[src/rtl/spi_pkg.sv]
`default_nettype none
package spi_pkg;

  localparam int Q_BITS = 32;
  localparam int PNT_BITS = 48;

  typedef enum logic [1:0] {
    REL_DEGENERATE = 2'd0,
    REL_CROSS      = 2'd1,
    REL_PARALLEL   = 2'd2,
    REL_COLLINEAR  = 2'd3
  } relation_t;

endpackage
`default_nettype wire

[src/rtl/spi_div_cell.sv]
`default_nettype none
// One quotient bit of both parameter divisions, remainders handed onward.
module spi_div_cell
  import spi_pkg::*;
#(
  parameter int UW    = 35,
  parameter int RW    = 68,
  parameter int SHIFT = 31
) (
  input  wire logic          clk,
  input  wire logic          rst,
  input  wire logic          en,
  input  wire logic          valid_in,
  input  wire logic [RW-1:0] rem_s_in,
  input  wire logic [RW-1:0] rem_t_in,
  input  wire logic [Q_BITS-1:0] q_s_in,
  input  wire logic [Q_BITS-1:0] q_t_in,
  input  wire logic [UW-1:0] ud_in,
  output logic               valid_out,
  output logic [RW-1:0]      rem_s_out,
  output logic [RW-1:0]      rem_t_out,
  output logic [Q_BITS-1:0]  q_s_out,
  output logic [Q_BITS-1:0]  q_t_out,
  output logic [UW-1:0]      ud_out
);

  logic [RW-1:0] ud_sh;
  logic ge_s, ge_t;
  logic [RW-1:0] rem_s_next, rem_t_next;
  logic [Q_BITS-1:0] q_s_next, q_t_next;

  always_comb begin
    ud_sh = RW'(ud_in) << SHIFT;
    ge_s = rem_s_in >= ud_sh;
    ge_t = rem_t_in >= ud_sh;
    rem_s_next = ge_s ? rem_s_in - ud_sh : rem_s_in;
    rem_t_next = ge_t ? rem_t_in - ud_sh : rem_t_in;
    q_s_next = q_s_in;
    q_t_next = q_t_in;
    q_s_next[SHIFT] = ge_s;
    q_t_next[SHIFT] = ge_t;
  end

  always_ff @(posedge clk) begin
    if (rst) begin
      valid_out <= 1'b0;
    end else if (en) begin
      valid_out <= valid_in;
    end
    if (en) begin
      rem_s_out <= rem_s_next;
      rem_t_out <= rem_t_next;
      q_s_out   <= q_s_next;
      q_t_out   <= q_t_next;
      ud_out    <= ud_in;
    end
  end

endmodule
`default_nettype wire

[config.mk]
export PLATFORM = sky130hd
export DESIGN_NAME = spi_div_cell
export DESIGN_NICKNAME = d
export VERILOG_FILES = /design/src/rtl/spi_pkg.sv /design/src/rtl/spi_div_cell.sv
export SDC_FILE = /design/constraint.sdc
export NUM_CORES = 1
export LEC_CHECK = 0
export BUFFER_PORTS_ARGS = -buffer_cell sky130_fd_sc_hd__buf_2
export CAP_MARGIN = 20
export CELL_PAD_IN_SITES_DETAIL_PLACEMENT = 0
export CELL_PAD_IN_SITES_GLOBAL_PLACEMENT = 2
export CORE_MARGIN = 3
export CORE_UTILIZATION = 30
export DETAILED_ROUTE_END_ITERATION = 10
export GPL_TIMING_DRIVEN = 0
export PLACE_DENSITY_LB_ADDON = 0.12
export SYNTH_ARGS = -nofsm -noshare
export SYNTH_HDL_FRONTEND = slang
export SYNTH_SLANG_ARGS = --single-unit
[constraint.sdc]
create_clock -name clk -period 3.4 [get_ports clk]
set_input_delay 0.34 -clock clk [delete_from_list [all_inputs] [get_ports clk]]
set_output_delay 0.34 -clock clk [all_outputs]
set_load 0.02 [all_outputs]
==> After elaboration in Yosys (flattened, before gate mapping) <==
Cells that the tools add are included.
{ "word_totals": {"register_bits": 236, "in_bits": 239, "out_inout_bits": 236, "elab_cells": 12} }
{ "op_classes": {"add_sub_neg": 2, "n_lt_le_gt_ge": 2, "mux": 2} }
{ "op_table": {"columns": ["cell", "count"], "rows": [
  ["$ge 68x66->1", 2],
  ["$mux 68", 2],
  ["$sub 68x66->68", 2]
]} }

==> Depth between registers and ports, before layout <==
{ "logic_depth": {"ltp_word": 2, "ltp_mapped": 14, "ltp_nobuf": 12} }

==> Worst setup path before layout <==
Ideal clock, no wire load.
{ "synth_path": {"kind": "input -> register", "start": "input ud_in[19]", "end": "register rem_s_out[54] (data pin)", "setup_ns": 0.260, "arrival_ns": 2.627, "t_required_ns": 3.140, "path_slack_ns": 0.512, "stages": 12, "path_cell_list": "inv_1 > ha_1 > buf_2 > nand4_1 > or2_1 > nor4_1 > nand3_1 > or4_1 > nand3_2 > a21oi_4 > buf_6 > mux2_4"} }
{ "synth_via": {"elab_chain_cells": 2, "elab_cells_between_ends": 3} }
{ "synth_rtl": {"columns": ["item", "line_no", "rtl"], "rows": [
  ["from (decl)", "spi_div_cell.sv:18", "input wire logic [UW-1:0] ud_in,"],
  ["$sub 68x66->68 or $ge 68x66->1 (tied branches)", "spi_div_cell.sv:36, spi_div_cell.sv:34", null],
  ["$mux 68 (*)", "spi_div_cell.sv:36", "rem_s_next = ge_s ? rem_s_in - ud_sh : rem_s_in;"],
  ["via rem_s_next[54]", "spi_div_cell.sv:29", "logic [RW-1:0] rem_s_next, rem_t_next;"],
  ["to (signal assigned)", "spi_div_cell.sv:51", "rem_s_out <= rem_s_next;"],
  ["to (decl)", "spi_div_cell.sv:20", "output logic [RW-1:0] rem_s_out,"]
]} }
The timed path passes the listed nets; every way through them passes the cells marked *.
A chain may end at the register's enable or synchronous reset.

==> Final worst setup path <==
{ "layout_path": {"start": "input ud_in[30]", "end": "register rem_s_out[54] (data pin)"} }
{ "layout_via": {"elab_chain_cells": 2} }
{ "layout_rtl": {"columns": ["item", "line_no", "rtl"], "rows": [
  ["$ge 68x66->1", "spi_div_cell.sv:34", "ge_s = rem_s_in >= ud_sh;"],
  ["$mux 68", "spi_div_cell.sv:36", null],
  ["via rem_s_next[54]", "spi_div_cell.sv:29", null]
]} }
The timed path passes the listed nets, and every way through them passes these cells.

==> key figures <==
Layout
  – Utilization after layout: 45.2%
  – Non-Filler Instances: 2,217
  – Fillcell total: 3,798
  – Final instance area: 17,700 sq um
  – Layout cells sized above 1: 33.5%
  – Area Growth Syn to Fin: 46.8%
  – NumNets Final: 1,986

Pwr
  – Gate power share: 24.9%
  – Pwr dens: 497 nW/um^2
  – Clock share of power: 33.5%
  – Sw Ratio: 30.1%
  – Flop pwr share: 41.5%
  – Sw Pwr: 2.65 mW
  – P_int: 6.16 mW
  – Power, Total: 8.81 mW
  – Leak: 7.60 nW
  – Peak VDD IR: 0.000372 V

Route
  – Pre-Repair DR Iteration Count: 5
  – Vias: 10,500
  – WL/cell: 20.8 um
  – Antenna-violating nets left: 0
  – Final Routed Wirelength: 46,000 um
  – Post-detailed-route via-to-cell ratio: 4.73
  – DRC viols: 0
  – Iteration-0 DRC Markers: 454

Clocking
  – Clock latency on the worst-skew pair: 0.55 ns
  – H-Tree Depth: 1
  – # clock sinks: 236
  – Clk buf depth: 3
  – Num CTS Buffers: 28
  – CTS clk-pin slew, worst paths: 0.06 ns
  – CTS root buffer: clkbuf_16
  – CTS tree: yes

Global route
  – Initial antenna violation count: 6
  – First-pass GRT wire length: 66,400 um
  – Overall routing resource usage: 20.7%
  – Grt ovf: 0
  – Largest net degree at the start of global routing: 96
  – Vias in the first global route: 10,700

Die
  – Die Height: 207 um
  – Core area: 39,200 sq um
  – Rows: 72
  – Initial Utilization: 30.8%
  – I/O pin total: 475
  – Die area: 42,700 sq um
  – DIE WIDTH: 207 um

Synthesis
  – Post-synth cell types: 73
  – Mean Syn Cell Area: 11.9 sq um
  – Post-Syn Nets: 1,323
  – Synth area leader: edfxtp_1
  – Largest cells by area after synthesis: edfxtp_1, ha_1, a21oi_1
  – Synth top cells by count: edfxtp_1, a21oi_1, nand2_1
  – Post-Syn Instances: 1,012
  – Post-synth top area share: 58.5%
  – Post-synth EDFFs: 235
  – Count leader, synth: edfxtp_1
  – Flops & latches, synth: 236
  – Post-Syn Area: 12,100 sq um
  – Main synth FF type: edfxtp_1
  – Async set-or-reset flop fraction in the synthesized netlist: 0%
  – Sequential fraction of the synthesis area: 58.6%
  – Warnings, synthesis: 0

Worst setup path
  – Setup crit start kind: input pin
  – Crit Path Category: in -> reg
  – CP arrival: 3.47 ns
  – CP Capture Type: flop
  – Critical path fanouts, max: 10
  – Worst Path Required: 3.70 ns

STA
  – Worst slew pin tran: 0.582 ns
  – Slew HR: 60.9%
  – FMAX: 315 MHz
  – Fin. Hold Viols: 0
  – WHS: 0.0312 ns
  – Clk_skew: 0 ns
  – Setup TNS: 0 ns
  – Final Max Tran Viols: 0
  – Finish-stage setup viols: 0
  – RSZ-0062 raised after global routing: false
  – Final worst-path cycle share: 93.2%
  – Clock period minus worst slack: 3.17 ns
  – Final worst slack: 0.230 ns

Worst hold path
  – HP Class: in -> reg

Status
  – Status: finished, final reports clean

Placement
  – Buffers on Ports: 472
  – Place WS: -0.790 ns
  – Inst Count DP: 2,004
  – Gpl congestion: 0.824
  – Post-DP HPWL: 36,400 um
  – DP Area: 15,100 sq um

Flow run
  – Max_cap viols: 0
## state kept, by name, summed over array words and instances (netlist names)
register,count
rem_s_out,68
rem_t_out,68
valid_out,1
q_s_out,32
ud_out,35
q_t_out,32
## worst paths after layout
| kind | from | endpoint | slack [ns] | depth (start not counted) |
|---|---|---|---|---|
| setup / recovery | ud_in[30] | rem_s_out[54]$_DFFE_PP_ | 0.23 | 13 |
| hold / removal | valid_in | valid_out$_SDFFE_PP0P_ | 0.03 | 3 |
| setup reg to reg | valid_out$_SDFFE_PP0P_ | valid_out$_SDFFE_PP0P_ | 2.81 | 2 |
| hold reg to reg | valid_out$_SDFFE_PP0P_ | valid_out$_SDFFE_PP0P_ | 0.51 | 2 |
## cell type report
| type | count | area [sq um] | share of cell area [%] |
|---|---|---|---|
| inverter | 55 | 206 | 1.17 |
| tap | 518 | 648 | 3.66 |
| timing repair buffer | 634 | 4030 | 22.7 |
| multi-input combinational | 684 | 4660 | 26.3 |
| sequential | 236 | 7080 | 40.0 |
| antenna | 3 | 7.51 | 0.0424 |
| buffer | 36 | 185 | 1.05 |
| clock inverter | 19 | 184 | 1.04 |
| clock buffer | 32 | 716 | 4.04 |
## cell families after synthesis
kind of cell	share of synthesized area [%]
AND/OR/NAND/NOR	9.75
multiplexers	1.13
flip-flops	58.6
XOR/XNOR	4.65
buffers and inverters	3.12
adder cells (fa/ha/maj)	7.59
AO/OA/AOI/OAI	15.1
## timing repair
item	4_1_cts	5_1_grt
hold buffers	159	0
hold endpoints to repair	159	0
setup endpoints to repair	21	69
buffers inserted	0	1
resized for setup	5	22
## worst max-delay path, stage by stage
cell	delay [ns]
dlygate4sd3_1	0.53
buf_2	0.12
inv_1	0.07
ha_1	0.39
nand4_1	0.11
buf_4	0.17
nor4_2	0.27
nand3_2	0.15
or4_1	0.59
nand3_2	0.13
a21oi_4	0.07
buf_6	0.21
mux2_4	0.30
## cells in the final DEF (no fill, tap or decap), drive strengths merged, types with 11 or more instances in the layout
| master | n |
|---|---|
| a21oi | 96 |
| o21ai | 75 |
| a211oi | 11 |
| buf | 491 |
| nand4 | 20 |
| nand3 | 14 |
| nor2 | 59 |
| xor2 | 25 |
| o21bai | 11 |
| clkinv | 13 |
| xnor2 | 39 |
| inv | 56 |
| dlygate4sd3 | 159 |
| ha | 70 |
| a21o | 36 |
| nand2 | 86 |
| o21a | 11 |
| edfxtp | 235 |
| clkbuf | 52 |
| nor2b | 11 |
| nor4 | 18 |
## layer usage
metal  vias to the layer above  GRT usage, %  part of all wire, %
li1                       5152             -                    -
met1                      4935          25.6                   41
met2                       332          36.8                   50
met3                        63          3.32                  5.8
met4                         6          6.57                  3.1
met5                         -             0                0.059
## power groups by stage
stage          registers (mW)  logic, mW  clock network [mW]
5_1_grt                  3.69       2.40                3.17
6_report                 3.66       2.20                2.95
4_1_cts                  3.67       2.21                3.05
3_5_place_dp             3.72       2.05                   0
3_3_place_gp             3.74       2.04                   0
2_1_floorplan            4.13      0.798                   0
Note: power is estimated with default switching activity, not from simulation.
